[config.mk]
export PLATFORM = sky130hd
export DESIGN_NAME = irq_priority_enable_list
export DESIGN_NICKNAME = d
export VERILOG_FILES = /design/src/hdl/ipel_pkg.sv /design/src/hdl/ipel_ram.sv /design/src/hdl/ipel_ctrl.sv /design/src/hdl/ipel_dp.sv /design/src/hdl/irq_priority_enable_list.sv
export SDC_FILE = /design/constraint.sdc
export NUM_CORES = 1
export LEC_CHECK = 0
export BUFFER_PORTS_ARGS = -buffer_cell sky130_fd_sc_hd__buf_4
export CAP_MARGIN = 20
export CORE_MARGIN = 4
export CORE_UTILIZATION = 55
export DETAILED_ROUTE_END_ITERATION = 10
export PLACE_DENSITY = 0.76
export SYNTH_ARGS = -nofsm -noshare
export SYNTH_HDL_FRONTEND = slang
export SYNTH_SLANG_ARGS = --single-unit
export TNS_END_PERCENT = 10
[constraint.sdc]
create_clock -name clk -period 9.3 [get_ports clk]
set_clock_uncertainty 0.05 [all_clocks]
set_input_delay 1.86 -clock clk [delete_from_list [all_inputs] [get_ports clk]]
set_output_delay 1.86 -clock clk [all_outputs]
set_load 0.05 [all_outputs]
[src/hdl/ipel_pkg.sv]
`timescale 1ns / 1ps
// shared types and constants of the priority-sorted interrupt enable list
package ipel_pkg;

	localparam int NUM_MAIN       = 64;
	localparam int NUM_GPP        = 32;
	localparam int GROUP_SIZE     = 8;
	localparam int NUM_GROUPS     = NUM_GPP / GROUP_SIZE;
	localparam int GPP_GROUP_BASE = 24;
	localparam int IRQ_BITS       = $clog2(NUM_MAIN);
	localparam int COUNT_BITS     = 7;

	// request kinds
	localparam logic [1:0] KIND_EN_MAIN  = 2'd0;
	localparam logic [1:0] KIND_DIS_MAIN = 2'd1;
	localparam logic [1:0] KIND_EN_GPP   = 2'd2;
	localparam logic [1:0] KIND_DIS_GPP  = 2'd3;

	// register index on the config port
	localparam logic REG_TABLE_TRACKING = 1'b0;

	typedef enum logic [1:0] {
		ST_IDLE,
		ST_DECODE,
		ST_SCAN,
		ST_FINISH
	} state_t;

	typedef struct packed {
		logic accept;
		logic decode;
		logic scan;
		logic load;
	} ctrl_cmd_t;

	typedef struct packed {
		logic has_op;
		logic scan_done;
		logic out_free;
	} dp_status_t;

endpackage

[src/hdl/ipel_ram.sv]
`timescale 1ns / 1ps
// generic single-write, single-read RAM with registered read data
module ipel_ram #(
	parameter int WIDTH = 14,
	parameter int DEPTH = 64
) (
	input  logic                     clk,
	input  logic                     we,
	input  logic [$clog2(DEPTH)-1:0] waddr,
	input  logic [WIDTH-1:0]         wdata,
	input  logic [$clog2(DEPTH)-1:0] raddr,
	output logic [WIDTH-1:0]         rdata
);

	logic [WIDTH-1:0] mem [DEPTH];

	always_ff @(posedge clk) begin
		if (we) begin
			mem[waddr] <= wdata;
		end
		rdata <= mem[raddr];
	end

endmodule

[src/hdl/ipel_ctrl.sv]
`timescale 1ns / 1ps
// sequencer for decode, list sweep and result hand-off
module ipel_ctrl (
	input  logic                   clk,
	input  logic                   arst_n,
	input  logic                   req_valid,
	output logic                   req_stall,
	input  ipel_pkg::dp_status_t   status,
	output ipel_pkg::ctrl_cmd_t    cmd
);

	import ipel_pkg::*;

	state_t state_q;
	state_t state_next;

	always_ff @(posedge clk or negedge arst_n) begin
		if (!arst_n) begin
			state_q <= ST_IDLE;
		end else begin
			state_q <= state_next;
		end
	end

	always_comb begin
		state_next = state_q;
		unique case (state_q)
			ST_IDLE: begin
				if (req_valid) state_next = ST_DECODE;
			end
			ST_DECODE: begin
				state_next = status.has_op ? ST_SCAN : ST_FINISH;
			end
			ST_SCAN: begin
				if (status.scan_done) state_next = ST_FINISH;
			end
			ST_FINISH: begin
				if (status.out_free) state_next = ST_IDLE;
			end
			default: state_next = ST_IDLE;
		endcase
	end

	always_comb begin
		cmd = '0;
		unique case (state_q)
			ST_IDLE:   cmd.accept = req_valid;
			ST_DECODE: cmd.decode = 1'b1;
			ST_SCAN:   cmd.scan   = 1'b1;
			ST_FINISH: cmd.load   = status.out_free;
			default:   cmd        = '0;
		endcase
	end

	assign req_stall = (state_q != ST_IDLE);

endmodule

[src/hdl/ipel_dp.sv]
`timescale 1ns / 1ps
// masks, group bits, sorted list storage with its sweep, and result register
module ipel_dp #(
	parameter int LIST_DEPTH = 64,
	parameter int PRIO_BITS  = 8
) (
	input  logic                  clk,
	input  logic                  arst_n,
	input  ipel_pkg::ctrl_cmd_t   cmd,
	output ipel_pkg::dp_status_t  status,
	input  logic                  tracking,
	input  logic [1:0]            kind,
	input  logic [5:0]            irq_number,
	input  logic [7:0]            priority_req,
	input  logic                  rsp_stall,
	output logic                  rsp_valid,
	output logic [63:0]           main_mask,
	output logic [31:0]           gpp_mask,
	output logic [6:0]            active_count,
	output logic [5:0]            top_irq,
	output logic                  top_valid,
	output logic                  request_error
);

	import ipel_pkg::*;

	localparam int AW = $clog2(LIST_DEPTH);
	localparam int CW = $clog2(LIST_DEPTH + 1);
	localparam int EW = IRQ_BITS + PRIO_BITS;

	// latched request
	logic [1:0]           kind_q;
	logic [IRQ_BITS-1:0]  num_q;
	logic [PRIO_BITS-1:0] prio_q;

	// architectural state
	logic [NUM_MAIN-1:0]   main_en_q;
	logic [NUM_GPP-1:0]    gpp_en_q;
	logic [NUM_MAIN-1:0]   in_list_q;
	logic [GROUP_SIZE-1:0] grp_bits_q [NUM_GROUPS];
	logic [CW-1:0]         cnt_q;
	logic [IRQ_BITS-1:0]   top_q;
	logic                  err_q;

	// planned list operation
	logic                ins_q;
	logic                rem_q;
	logic [IRQ_BITS-1:0] tgt_q;

	// sweep state
	logic [CW-1:0] rd_ptr_q;
	logic          rd_pend_s1;
	logic [AW-1:0] wr_ptr_s1;
	logic [EW-1:0] carry_q;
	logic          placed_q;
	logic          found_q;

	// result register
	logic                  rsp_valid_q;
	logic [NUM_MAIN-1:0]   main_mask_q;
	logic [NUM_GPP-1:0]    gpp_mask_q;
	logic [COUNT_BITS-1:0] count_q;
	logic [IRQ_BITS-1:0]   top_irq_q;
	logic                  top_valid_q;
	logic                  req_err_q;

	// decode
	logic                  is_gpp;
	logic                  gpp_bad;
	logic [1:0]            grp;
	logic [2:0]            grp_bit;
	logic [IRQ_BITS-1:0]   grp_entry;
	logic [GROUP_SIZE-1:0] grp_cur;
	logic [GROUP_SIZE-1:0] grp_set;
	logic [GROUP_SIZE-1:0] grp_clr;
	logic                  want_ins;
	logic                  want_rem;
	logic [IRQ_BITS-1:0]   tgt;
	logic                  do_ins;
	logic                  do_rem;

	// ram and sweep
	logic                 ram_we;
	logic [AW-1:0]        ram_waddr;
	logic [EW-1:0]        ram_wdata;
	logic [EW-1:0]        ram_rdata;
	logic [IRQ_BITS-1:0]  d_idx;
	logic [PRIO_BITS-1:0] d_prio;
	logic                 rd_issue;
	logic                 take_carry;
	logic                 set_found;
	logic                 scan_done;

	assign is_gpp    = (kind_q == KIND_EN_GPP) || (kind_q == KIND_DIS_GPP);
	assign gpp_bad   = is_gpp && num_q[5];
	assign grp       = num_q[4:3];
	assign grp_bit   = num_q[2:0];
	assign grp_entry = IRQ_BITS'(GPP_GROUP_BASE + int'(grp));
	assign grp_cur   = grp_bits_q[grp];
	assign grp_set   = grp_cur | (GROUP_SIZE'(1) << grp_bit);
	assign grp_clr   = grp_cur & ~(GROUP_SIZE'(1) << grp_bit);

	always_comb begin
		want_ins = 1'b0;
		want_rem = 1'b0;
		tgt      = num_q;
		unique case (kind_q)
			KIND_EN_MAIN:  want_ins = tracking;
			KIND_DIS_MAIN: want_rem = tracking;
			KIND_EN_GPP: begin
				tgt      = grp_entry;
				want_ins = tracking && !gpp_bad && (grp_cur == '0);
			end
			KIND_DIS_GPP: begin
				tgt      = grp_entry;
				want_rem = tracking && !gpp_bad && (grp_clr == '0);
			end
			default: begin
				want_ins = 1'b0;
				want_rem = 1'b0;
			end
		endcase
	end

	// a full list drops the insert, an absent entry skips the remove
	assign do_ins = want_ins && !in_list_q[tgt] && (cnt_q < CW'(LIST_DEPTH));
	assign do_rem = want_rem && in_list_q[tgt];

	assign d_idx    = ram_rdata[EW-1:PRIO_BITS];
	assign d_prio   = ram_rdata[PRIO_BITS-1:0];
	assign rd_issue = (rd_ptr_q < cnt_q);
	assign scan_done = !rd_issue && !rd_pend_s1;

	// insert ripples a carried entry down from its slot; remove pulls later entries up
	always_comb begin
		ram_we     = 1'b0;
		ram_waddr  = wr_ptr_s1;
		ram_wdata  = carry_q;
		take_carry = 1'b0;
		set_found  = 1'b0;
		if (cmd.scan) begin
			if (rd_pend_s1) begin
				if (ins_q && (placed_q || (prio_q > d_prio))) begin
					ram_we     = 1'b1;
					take_carry = 1'b1;
				end
				if (rem_q) begin
					if (found_q) begin
						ram_we    = 1'b1;
						ram_waddr = wr_ptr_s1 - 1'b1;
						ram_wdata = ram_rdata;
					end else if (d_idx == tgt_q) begin
						set_found = 1'b1;
					end
				end
			end else if (!rd_issue && ins_q) begin
				ram_we    = 1'b1;
				ram_waddr = cnt_q[AW-1:0];
			end
		end
	end

	ipel_ram #(
		.WIDTH (EW),
		.DEPTH (LIST_DEPTH)
	) u_list_ram (
		.clk   (clk),
		.we    (ram_we),
		.waddr (ram_waddr),
		.wdata (ram_wdata),
		.raddr (rd_ptr_q[AW-1:0]),
		.rdata (ram_rdata)
	);

	// request latch and sweep payload
	always_ff @(posedge clk) begin
		if (cmd.accept) begin
			kind_q <= kind;
			num_q  <= irq_number;
			prio_q <= PRIO_BITS'(priority_req);
		end
		if (cmd.decode) begin
			tgt_q   <= tgt;
			carry_q <= {tgt, prio_q};
			err_q   <= gpp_bad;
		end
		if (cmd.scan) begin
			wr_ptr_s1 <= rd_ptr_q[AW-1:0];
			if (take_carry) carry_q <= ram_rdata;
			if (ram_we && (ram_waddr == '0)) top_q <= ram_wdata[EW-1:PRIO_BITS];
		end
		if (cmd.load) begin
			main_mask_q <= main_en_q;
			gpp_mask_q  <= gpp_en_q;
			count_q     <= COUNT_BITS'(cnt_q);
			top_irq_q   <= (cnt_q != '0) ? top_q : '0;
			top_valid_q <= (cnt_q != '0);
			req_err_q   <= err_q;
		end
	end

	// control state
	always_ff @(posedge clk or negedge arst_n) begin
		if (!arst_n) begin
			main_en_q   <= '0;
			gpp_en_q    <= '0;
			in_list_q   <= '0;
			grp_bits_q  <= '{default: '0};
			cnt_q       <= '0;
			ins_q       <= 1'b0;
			rem_q       <= 1'b0;
			rd_ptr_q    <= '0;
			rd_pend_s1  <= 1'b0;
			placed_q    <= 1'b0;
			found_q     <= 1'b0;
			rsp_valid_q <= 1'b0;
		end else begin
			if (cmd.decode) begin
				unique case (kind_q)
					KIND_EN_MAIN:  main_en_q[num_q] <= 1'b1;
					KIND_DIS_MAIN: main_en_q[num_q] <= 1'b0;
					KIND_EN_GPP: begin
						if (!gpp_bad) begin
							gpp_en_q[num_q[4:0]] <= 1'b1;
							if (tracking) grp_bits_q[grp] <= grp_set;
						end
					end
					KIND_DIS_GPP: begin
						if (!gpp_bad) begin
							gpp_en_q[num_q[4:0]] <= 1'b0;
							if (tracking) grp_bits_q[grp] <= grp_clr;
						end
					end
					default: main_en_q <= main_en_q;
				endcase
				if (do_ins) in_list_q[tgt] <= 1'b1;
				if (do_rem) in_list_q[tgt] <= 1'b0;
				ins_q      <= do_ins;
				rem_q      <= do_rem;
				rd_ptr_q   <= '0;
				rd_pend_s1 <= 1'b0;
				placed_q   <= 1'b0;
				found_q    <= 1'b0;
			end
			if (cmd.scan) begin
				rd_pend_s1 <= rd_issue;
				if (rd_issue) rd_ptr_q <= rd_ptr_q + 1'b1;
				if (take_carry) placed_q <= 1'b1;
				if (set_found) found_q <= 1'b1;
				if (scan_done) begin
					if (ins_q) cnt_q <= cnt_q + 1'b1;
					if (rem_q) cnt_q <= cnt_q - 1'b1;
				end
			end
			if (cmd.load) begin
				rsp_valid_q <= 1'b1;
			end else if (rsp_valid_q && !rsp_stall) begin
				rsp_valid_q <= 1'b0;
			end
		end
	end

	assign status.has_op    = do_ins || do_rem;
	assign status.scan_done = scan_done;
	assign status.out_free  = !rsp_valid_q || !rsp_stall;

	assign rsp_valid     = rsp_valid_q;
	assign main_mask     = main_mask_q;
	assign gpp_mask      = gpp_mask_q;
	assign active_count  = count_q;
	assign top_irq       = top_irq_q;
	assign top_valid     = top_valid_q;
	assign request_error = req_err_q;

endmodule

[src/hdl/irq_priority_enable_list.sv]
`timescale 1ns / 1ps
// top level of the priority-sorted interrupt enable list
//
// channel   direction  handshake              payload
// request   in         req_valid / req_stall  kind, irq_number, priority_req
// result    out        rsp_valid / rsp_stall  main_mask, gpp_mask, active_count,
//                                             top_irq, top_valid, request_error
// config    in         apb psel / penable     table_tracking at byte address 0
//
// one request at a time: accept, decode, a list ram sweep when the list changes, then
// load of the result register once the result channel is free
// the sweep passes the entries listed before the request through the single read port
// and the single write port of the list ram
// reset clears masks, group bits, count and handshakes; the list ram needs no clearing
// a stalled result holds while the next request is worked on, which then waits to load
module irq_priority_enable_list #(
	parameter int LIST_DEPTH = 64,
	parameter int PRIO_BITS  = 8
) (
	input  logic        clk,
	input  logic        arst_n,

	// request channel
	input  logic        req_valid,
	output logic        req_stall,
	input  logic [1:0]  kind,
	input  logic [5:0]  irq_number,
	input  logic [7:0]  priority_req,

	// result channel
	output logic        rsp_valid,
	input  logic        rsp_stall,
	output logic [63:0] main_mask,
	output logic [31:0] gpp_mask,
	output logic [6:0]  active_count,
	output logic [5:0]  top_irq,
	output logic        top_valid,
	output logic        request_error,

	// config port
	input  logic        psel,
	input  logic        penable,
	input  logic        pwrite,
	input  logic [2:0]  paddr,
	input  logic [31:0] pwdata,
	output logic [31:0] prdata,
	output logic        pready
);

	import ipel_pkg::*;

	ctrl_cmd_t  cmd;
	dp_status_t status;
	logic       tracking_q;
	logic       cfg_wr;

	// config register: list tracking on out of reset
	assign pready = 1'b1;
	assign cfg_wr = psel && penable && pwrite && pready && (paddr[2] == REG_TABLE_TRACKING);

	always_ff @(posedge clk or negedge arst_n) begin
		if (!arst_n) begin
			tracking_q <= 1'b1;
		end else if (cfg_wr) begin
			tracking_q <= pwdata[0];
		end
	end

	// reads outside the register list return zero
	assign prdata = (paddr[2] == REG_TABLE_TRACKING) ? 32'(tracking_q) : '0;

	// sequencer
	ipel_ctrl u_ctrl (
		.clk       (clk),
		.arst_n    (arst_n),
		.req_valid (req_valid),
		.req_stall (req_stall),
		.status    (status),
		.cmd       (cmd)
	);

	// masks, list storage and result register
	ipel_dp #(
		.LIST_DEPTH (LIST_DEPTH),
		.PRIO_BITS  (PRIO_BITS)
	) u_dp (
		.clk           (clk),
		.arst_n        (arst_n),
		.cmd           (cmd),
		.status        (status),
		.tracking      (tracking_q),
		.kind          (kind),
		.irq_number    (irq_number),
		.priority_req  (priority_req),
		.rsp_stall     (rsp_stall),
		.rsp_valid     (rsp_valid),
		.main_mask     (main_mask),
		.gpp_mask      (gpp_mask),
		.active_count  (active_count),
		.top_irq       (top_irq),
		.top_valid     (top_valid),
		.request_error (request_error)
	);

endmodule

# Word-level counts from Yosys, hierarchy flattened
# Memories as Yosys holds them, arrays and structs flattened. A register that Yosys moved wholly into a read port is not among the register bits.
# Cells that the tools add are included.
[word_totals] ramBits=896 register_bits=375 memories=1
[memory_table] name="u_dp.u_list_ram.mem" depth=64 word_bits=14 read_ports=1 rd_clocked_by_memory_dff=1 write_ports=1 line="ipel_ram.sv:15" rtl="logic [WIDTH-1:0] mem [DEPTH];"
[op_classes] muxes=82 shifts=1 order_cmp=11 n_eq_ne=14 n_bitwise=14 n_reduce_logical=48 n_addsub=5
[ops] cell="32-bit 2-to-1 mux" n=6
[ops] cell="64-bit 2-to-1 mux" n=3
[ops] cell="64-bit AND" n=2
[ops] cell="64-bit inverter" n=2
[ops] cell="64-bit OR" n=2
[ops] cell="32-bit case mux with 2 select lines" n=2
[ops] cell="64-bit case mux with 2 select lines" n=1
[ops] cell="14-bit 2-to-1 mux" n=7
[ops] cell="32-bit bitwise mux" n=2
[ops] cell="6-bit 2-to-1 mux" n=6
[ops] cell="1-bit 2-to-1 mux" n=35
[ops] cell="7-bit 2-to-1 mux" n=5
[ops] cell="32-bit AND" n=1
[ops] cell="32-bit inverter" n=1
[ops] cell="32-bit OR" n=1
[ops] cell="8-bit 2-to-1 mux" n=3
[ops] cell="1-bit logical AND" n=19
[ops] cell="8-bit binary-select mux with 2-bit select" n=1
[ops] cell="8-bit demux with 2-bit select" n=1
[ops] cell="8-bit zero test" n=2
[ops] cell="7-bit by 1-bit adder with 7-bit output (second input constant)" n=2
[ops] cell="6-bit by 7-bit less-than comparator with 1-bit output (second input constant)" n=2
[ops] cell="1-bit demux with 6-bit select" n=2
[ops] cell="6-bit by 1-bit >= comparator with 1-bit output (second input constant)" n=2
[ops] cell="other kinds (37)" n=65

# Logic depth before layout (Yosys ltp)
# Gate-level depths: netlist of the first run.
[logic_depth] depth_word=13 mapped_depth=13

# Hierarchy
# Synthesis of the first run repeated with hierarchy kept, for this count alone.
[hier_totals] cells_unflattened=3020 area_unflattened_um2=51110.3
[by_module_without_submodules] module="ipel_ram" cells_per_inst=1571 n_inst=1 area_per_inst_um2=34878.5
[by_module_without_submodules] module="ipel_dp" cells_per_inst=1389 n_inst=1 area_per_inst_um2=15702.6
[by_module_without_submodules] module="irq_priority_enable_list" cells_per_inst=38 n_inst=1 area_per_inst_um2=302.8
[by_module_without_submodules] module="ipel_ctrl" cells_per_inst=22 n_inst=1 area_per_inst_um2=226.5

# Worst setup path after synthesis of the first run
# No wires, ideal clock.
[synth_path] path_type="input port to flip-flop" startpoint="input port rsp_stall" endpoint="register u_dp.count_q[0], in the netlist u_dp.active_count[0], enable pin" setup_time_ps=749 n_path_buf=0 stages=1 slack_ps=-1394 t_arrival_ps=9895 path_cell_list="a21boi_0"
[synth_via] elab_chain_cells=3
[synth_lines] element="start, declared" line="irq_priority_enable_list.sv:32" rtl="input logic rsp_stall,"
[synth_lines] element="1-bit zero test" line="ipel_dp.sv:265" rtl="assign status.out_free = !rsp_valid_q || !rsp_stall;"
[synth_lines] element="1-bit logical OR" line="ipel_dp.sv:265"
[synth_lines] element="1-bit 2-to-1 mux" line="ipel_ctrl.sv:46" rtl="unique case (state_q)"
[synth_lines] element="end signal, assigned" line="ipel_dp.sv:195" rtl="count_q <= COUNT_BITS'(cnt_q);"
[synth_lines] element="end, declared" line="ipel_dp.sv:62" rtl="logic [COUNT_BITS-1:0] count_q;"
# No other way between the ends.
# A chain may end at the register's enable or synchronous reset.

# Final worst setup path of the first run
[layout_path] startpoint="register u_dp.rd_ptr_q[3]" endpoint="memory u_dp.u_list_ram.mem[52][9], enable pin"
[layout_via] elab_chain_cells=8 word_cells_on_any_way=11 cone_classes="1 x order compare; 8 x mux; 2 x reduce/logical"
[layout_lines] element="start, declared" line="ipel_dp.sv:51" rtl="logic [CW-1:0] rd_ptr_q;"
[layout_lines] element="start signal, assigned" line="ipel_dp.sv:247" rtl="if (rd_issue) rd_ptr_q <= rd_ptr_q + 1'b1;"
[layout_lines] element="7-bit less-than comparator *" line="ipel_dp.sv:131" rtl="assign rd_issue = (rd_ptr_q < cnt_q);"
[layout_lines] element="1-bit zero test *" line="ipel_dp.sv:156" rtl="end else if (!rd_issue && ins_q) begin"
[layout_lines] element="1-bit logical AND *" line="ipel_dp.sv:156"
[layout_lines] element="1-bit 2-to-1 mux" line="ipel_dp.sv:156"
[layout_lines] element="1-bit 2-to-1 mux" line="ipel_dp.sv:142" rtl="if (rd_pend_s1) begin"
[layout_lines] element="1-bit 2-to-1 mux" line="ipel_dp.sv:141" rtl="if (cmd.scan) begin"
[layout_lines] element="1-bit 2-to-1 mux" line="ipel_ram.sv:18" rtl="if (we) begin"
[layout_lines] element="1-bit 2-to-1 mux (implied by the code)" line="ipel_ram.sv:19" rtl="mem[waddr] <= wdata;"
[layout_lines] element="end, declared" line="ipel_ram.sv:15"
# Every way passes the cells marked *; elsewhere a longest branch is shown, timed or not.

==> flow_metrics.env, run 1 <==
export IMPL_synth_edf_count=1042
export IMPL_busiest_layer="met2"
export IMPL_viasPerCell=6.39
export IMPL_fin_crit_sh_pct=61.7
export IMPL_path_common_cell="a21oi_1"
export IMPL_ctsHtreeMaxLevel=4
export IMPL_post_cts_buffers=0
export IMPL_cts_tree="done"
export IMPL_hold_viol=0
export IMPL_hpwl_um=70000
export IMPL_die_w_um=313
export IMPL_cts_buffer_depth=3
export IMPL_synthToLayoutAreaGrowth_pct=14.1
export IMPL_synthTopCellsByCount="edfxtp_1, mux4_2, dfrtp_1"
export IMPL_slowest_stage="nor3_4"
export IMPL_core_mm2=0.0919
export IMPL_grt_pass1_wl_um=181000
export IMPL_drtIter0Drc=3414
export IMPL_yosysWarnings=0
export IMPL_status="finished, final reports clean"
export IMPL_min_period_ns=5.74
export IMPL_drive_above_1_share_pct=26.8
export IMPL_worst_ir_drop_vdd_mv=0.309
export IMPL_crit_path_start_kind="flop"
export IMPL_die_y_um=313
export IMPL_grt_max_degree=142
export IMPL_syn_instance_count=2794
export IMPL_synth_seq_cells=1285
export IMPL_finalInstanceArea_mm2=0.0582
export IMPL_synth_flop_cell="edfxtp_1"
export IMPL_max_cap_viol_count=0
export IMPL_cts_resized=0
export IMPL_start_util_pct=55.5
export IMPL_report_final_slew_viol_count=0
export IMPL_setup_viol=0
export IMPL_power_density_mw_per_mm2=297
export IMPL_nNetsFinal=3065
export IMPL_end_kind="flop"
export IMPL_cts_sinks=1285
export IMPL_crit_type="flop to flop"
export IMPL_avgRoutedWirePerCell_um=27.8
export IMPL_worstSkewPairLatency_ns=0.75
export IMPL_dr_pass1_iters=8
export IMPL_avgSynthCellArea_um2=18.3
export IMPL_ys_types=76
export IMPL_postCtsHoldBufs=0
export IMPL_io_buffers=138
export IMPL_slew_headroom_pct=23.7
export IMPL_grt_util_met2_pct=40.9
export IMPL_root_buffer="clkbuf_16"
export IMPL_p_leak_nw=19.8
export IMPL_num_vias=27658
export IMPL_synth_area_leaders="edfxtp_1, mux4_2, dfrtp_1, nor2_1, a21oi_1"
export IMPL_gp_congestion=0.937
export IMPL_reg2reg_depth=10
export IMPL_hold_depth=0
export IMPL_path_buf_inv=1
export IMPL_clk_pin_slew_ns=0.06
export IMPL_wirelength_um=120000
export IMPL_rsz0062_at_grt="no"
export IMPL_grt_util_met1_pct=32.8
export IMPL_max_stage_delay_ns=1.15
export IMPL_path_max_fanout=62
export IMPL_place_area_mm2=0.0538
export IMPL_setup_tns_final_ns=0
export IMPL_cp_arrival_ns=6.03
export IMPL_crit_chain="buf_4 > ha_1 > a21o_1 > a21oi_1 > nor2b_1 > a211o_1 > a21oi_1 > a311oi_2 > nand3_1 > nor3_4"
export IMPL_clock_fmax_ghz=0.174
export IMPL_dieArea_mm2=0.0978
export IMPL_synth_top_area_share_pct=61.3
export IMPL_cp_num_cells=10
export IMPL_ant_nets=0
export IMPL_hold_class="flop to flop"
export IMPL_grt_met3_usage_pct=5.45
export IMPL_ys_seq_area_share_pct=72.9
export IMPL_worst_pin_slew_ns=1.15
export IMPL_io_pins=204
export IMPL_cp_data_required_time_ns=9.59
export IMPL_grt_usage_pct=24.8
export IMPL_synth_most_common_cell="edfxtp_1"
export IMPL_cts_made_buffers=130
export IMPL_cpLargestDelayFamily="simple AND/OR/NAND/NOR gates"
export IMPL_yosysTopAreaCell="edfxtp_1"
export IMPL_synth_area_mm2=0.0511
export IMPL_async_reset_ff_share_pct=16.7
export IMPL_rows=111
export IMPL_antenna_found_initial=2
export IMPL_first_global_vias=27917
export IMPL_drc_errors=0
export IMPL_gr_total_overflow=0
## worst reg2reg max path, stage by stage, from the launching register on
cell      delay, ns
dfrtp_2        0.33
buf_4          0.83
ha_1           0.31
a21o_1         0.12
a21oi_1        0.07
nor2b_1        0.31
a211o_1        0.23
a21oi_1        0.10
a311oi_2       0.83
nand3_1        1.01
nor3_4         1.16
## kinds of logic (layout without fill, tap and decap cells)
family / count (synthesis) / after routing / synth area share, %
and+or+nand+nor: 451 / 451 / 4.02
muxes: 370 / 370 / 14.8
buffers and inverters: 234 / 496 / 2.17
adders and majority gates: 27 / 27 / 0.676
DFF: 1285 / 1285 / 72.9
other: 2 / 33 / 0.0147
AOI/OAI and AO/OA: 410 / 410 / 5.15
xor gates and xnor gates: 15 / 15 / 0.257
## final cells by class
class                      instances  area, µm²
multi-input combinational       1305      13300
clock inverter                    70        692
fill                            6070      33700
antenna                            1       2.50
timing repair buffer             223       1800
tap                             1243       1560
clock buffer                     168       3540
inverter                          35        131
sequential                      1285      37200
## layer usage
metal | wire, µm | vias to the layer above
met2 | 60800 | 1610
met5 | 13 | -
met4 | 4510 | 2
li1 | - | 11583
met1 | 44100 | 14168
met3 | 10800 | 295
## state kept, by name (all words and copies together), names as in the netlist, 2 cells and up, named ones only
name                   flops
u_ctrl.state_q             2
u_dp.active_count          7
u_dp.carry_q              14
u_dp.cnt_q                 7
u_dp.gpp_mask             32
u_dp.grp_bits_q           32
u_dp.in_list_q            64
u_dp.kind_q                2
u_dp.main_mask            64
u_dp.num_q                 6
u_dp.prio_q                8
u_dp.rd_ptr_q              7
u_dp.tgt_q                 6
u_dp.top_irq               6
u_dp.top_q                 6
u_dp.u_list_ram.mem      896
u_dp.u_list_ram.rdata     14
u_dp.wr_ptr_s1             6
## power by group
group          total [W]  internal (W)  switching (W)
Sequential       0.00777       0.00742       0.000348
Clock            0.00516       0.00297        0.00219
Combinational    0.00438       0.00143        0.00295
Total             0.0173        0.0118        0.00549
## path summary, 6_finish.rpt
path / start / to / slack [ns]
min in group asynchronous: arst_n / async pin / 1.20
worst max register to register: u_dp.rd_ptr_q[3] / u_dp.u_list_ram.mem[52][9] / 3.56
max in group asynchronous: arst_n / async pin / 6.31
worst min register to register: u_dp.err_q / u_dp.request_error / 0.38
worst max-delay path: u_dp.rd_ptr_q[3] / u_dp.u_list_ram.mem[52][9] / 3.56
worst min-delay path: u_dp.err_q / u_dp.request_error / 0.38
## placed cells by master, fill, tap and decap left out, drive strengths merged, types with 43 or more instances in the layout
master  count
a41oi      45
nor3       48
a21oi     129
a31oi      94
mux2       43
o21ai      68
clkinv     46
clkbuf    168
buf       223
mux4      302
nor2      188
dfrtp     214
edfxtp   1042
nand2      97
## stage by stage
step / setup slack, ns / utilization [%] / total power [W] / instances / hold WS [ns]
after floorplan: 1.54 / - / 0.0108 / 2824 / 0.350
after global placement: 3.93 / 58.5 / 0.0120 / 4076 / 0.370
final: 3.56 / 63.3 / 0.0173 / 4330 / 0.383
after CTS: 3.65 / 63.2 / 0.0174 / 4320 / 0.380
after detailed placement: 3.74 / 58.6 / 0.0122 / 4082 / 0.362
after global routing: 3.34 / 63.3 / 0.0180 / 4329 / 0.391
No activity file was read; power rests on OpenSTA's default activity.
==> run 2, diff against run 1 <==
CORE_UTILIZATION = 61   (was 55)
PLACE_DENSITY = 0.8   (was 0.76)
clock period = 5.77 ns   (was 9.3 ns; I/O delays follow)
==> run 2 against run 1 <==
Effect of this change:
- sequential power rose by 61%
- setup slack got worse by 2.4 ns
- largest cell class unchanged
- critical path type unchanged
- highest routed layer unchanged
- sequential cell count did not move
- combinational power grew 63%
- utilization grew 6.9 points
- first-iteration DRC count down 0.88%
==> flow_metrics.env, run 2 (synthesis gave the netlist of run 1 again) <==
export IMPL_report_final_slew_viol_count=0
export IMPL_avgRoutedWirePerCell_um=29.3
export IMPL_fin_crit_sh_pct=79.5
export IMPL_cts_resized=0
export IMPL_ant_nets=0
export IMPL_worstSkewPairLatency_ns=0.70
export IMPL_grt_usage_pct=27.7
export IMPL_cts_buffer_depth=3
export IMPL_clock_fmax_ghz=0.218
export IMPL_clk_pin_slew_ns=0.06
export IMPL_min_period_ns=4.59
export IMPL_setup_viol=0
export IMPL_n_fill_cell=4867
export IMPL_worst_ir_drop_vdd_mv=0.343
export IMPL_worst_pin_slew_ns=1.06
export IMPL_grt_max_degree=137
export IMPL_gp_congestion=0.990
export IMPL_setup_tns_final_ns=0
export IMPL_wl_met1_um=43600
export IMPL_hold_viol=0
export IMPL_postCtsHoldBufs=0
export IMPL_ctsHtreeMaxLevel=3
export IMPL_dr_pass1_iters=6
export IMPL_utilization_pct=70.2
export IMPL_top_layer="met5"
export IMPL_drtIter0Drc=3384
export IMPL_multiInputGateArea_mm2=0.0131
export IMPL_synthToLayoutAreaGrowth_pct=13.5
export IMPL_dieArea_mm2=0.0884
export IMPL_power_density_mw_per_mm2=476
export IMPL_cts_sinks=1285
export IMPL_first_global_vias=28417
export IMPL_core_mm2=0.0825
export IMPL_wirelength_um=122000
export IMPL_p_leak_nw=19.7
export IMPL_rows=105
export IMPL_end_kind="flop"
export IMPL_cp_data_required_time_ns=6.21
export IMPL_dr_wl_met2_um=61900
export IMPL_status="finished, final reports clean"
export IMPL_antenna_found_initial=4
export IMPL_rsz0062_at_grt="no"
export IMPL_drc_errors=0
export IMPL_register_area_mm2=0.0372
export IMPL_io_pins=204
export IMPL_post_cts_buffers=0
export IMPL_hpwl_um=71300
export IMPL_grt_pass1_wl_um=185000
export IMPL_root_buffer="clkbuf_16"
export IMPL_crit_type="flop to flop"
export IMPL_max_cap_viol_count=0
export IMPL_largest_reg_flops=896
export IMPL_slew_headroom_pct=29.6
export IMPL_power_total_w=0.0276
export IMPL_hold_class="flop to flop"
export IMPL_placedCellCount=3947
export IMPL_cp_arrival_ns=5.03
export IMPL_num_vias=28050
export IMPL_drive_above_1_share_pct=27.3
export IMPL_io_buffers=138
export IMPL_die_w_um=297
export IMPL_nNetsFinal=3092
export IMPL_path_max_fanout=65
export IMPL_largest_register="u_dp.u_list_ram.mem"
export IMPL_fin_cells=4180
export IMPL_crit_path_start_kind="flop"
export IMPL_viasPerCell=6.71
export IMPL_gr_total_overflow=0
export IMPL_final_common_cell="edfxtp_1"
export IMPL_wl_met3_um=10300
export IMPL_die_y_um=297
export IMPL_start_util_pct=61.9
export IMPL_cts_made_buffers=120
export IMPL_cts_tree="done"
export IMPL_final_cell_mix="edfxtp_1, mux4_2, buf_4, dfrtp_1, nor2_1"
run 2: cell types whose count changed in the layout (fill, tap and decap cells not counted), moves of 4 or more:
| cell | delta |
|---|---|
| nor3_2 | +24 |
| clkinvlp_4 | -5 |
| clkinv_2 | +12 |
| inv_6 | -5 |
| clkinv_1 | +4 |
| clkinv_8 | -5 |
| nor2_2 | -6 |
| nor2_1 | +6 |
| clkbuf_1 | -11 |
| nor3_4 | -24 |
| buf_4 | +39 |
| clkbuf_16 | -11 |
run 2: area by class of cell:
cell class                      instances  share of cell area, %
Antenna cell                            4                 0.0173
Clock buffer                          149                   5.64
Clock inverter                         72                   1.23
Inverter                               35                  0.227
Multi-Input combinational cell       1305                   22.6
Sequential cell                      1285                   64.3
Tap cell                             1070                   2.31
Timing Repair Buffer                  260                   3.63
run 2: critical path, stage by stage (launching register included):
cell and delay (ns):
edfxtp_1 0.95, clkinv_1 0.61, nor3_1 0.65, a211o_1 0.29, a211oi_1 0.08, a211oi_1 0.41, o22ai_4 0.35, nor2b_4 0.18
buf_4 0.56, a31oi_1 0.20
run 2: report_power, final:
group / switching [W] / total [W] / internal [W] / leakage [nW]
clock network: 0.00341 / 0.00796 / 0.00455 / 1.96
registers: 0.000527 / 0.0125 / 0.0120 / 12.6
logic: 0.00481 / 0.00714 / 0.00233 / 5.16
run 2: path summary, 6_finish.rpt:
check,startpoint,end,slack [ns],cells past startpoint
worst max-delay path,u_dp.num_q[0],u_dp.in_list_q[50],1.18,9
worst min-delay path,flop,u_dp.main_mask[25],0.39,0
worst max register to register,u_dp.num_q[0],u_dp.in_list_q[50],1.18,9
worst min register to register,flop,u_dp.main_mask[25],0.39,0
max in group asynchronous,arst_n,u_dp.rd_ptr_q[0],4.05,2
min in group asynchronous,arst_n,async pin,0.53,1
run 2: metrics by stage:
step / hold slack (ns) / worst slack (ns) / instance area (µm²)
after floorplan: 0.350 / 1.13 / 51200
after global placement: 0.377 / 1.16 / 53700
after detailed placement: 0.376 / 1.14 / 53700
after CTS: 0.392 / 1.10 / 57700
after global routing: 0.409 / 1.06 / 57900
final: 0.395 / 1.18 / 57900
run 2: metal layers:
layer / GRT usage (%) / vias up
met4: 12.0 / 4
met3: 5.24 / 347
li1: - / 11635
met2: 46.5 / 1684
met1: 36.0 / 14380
met5: 0 / -
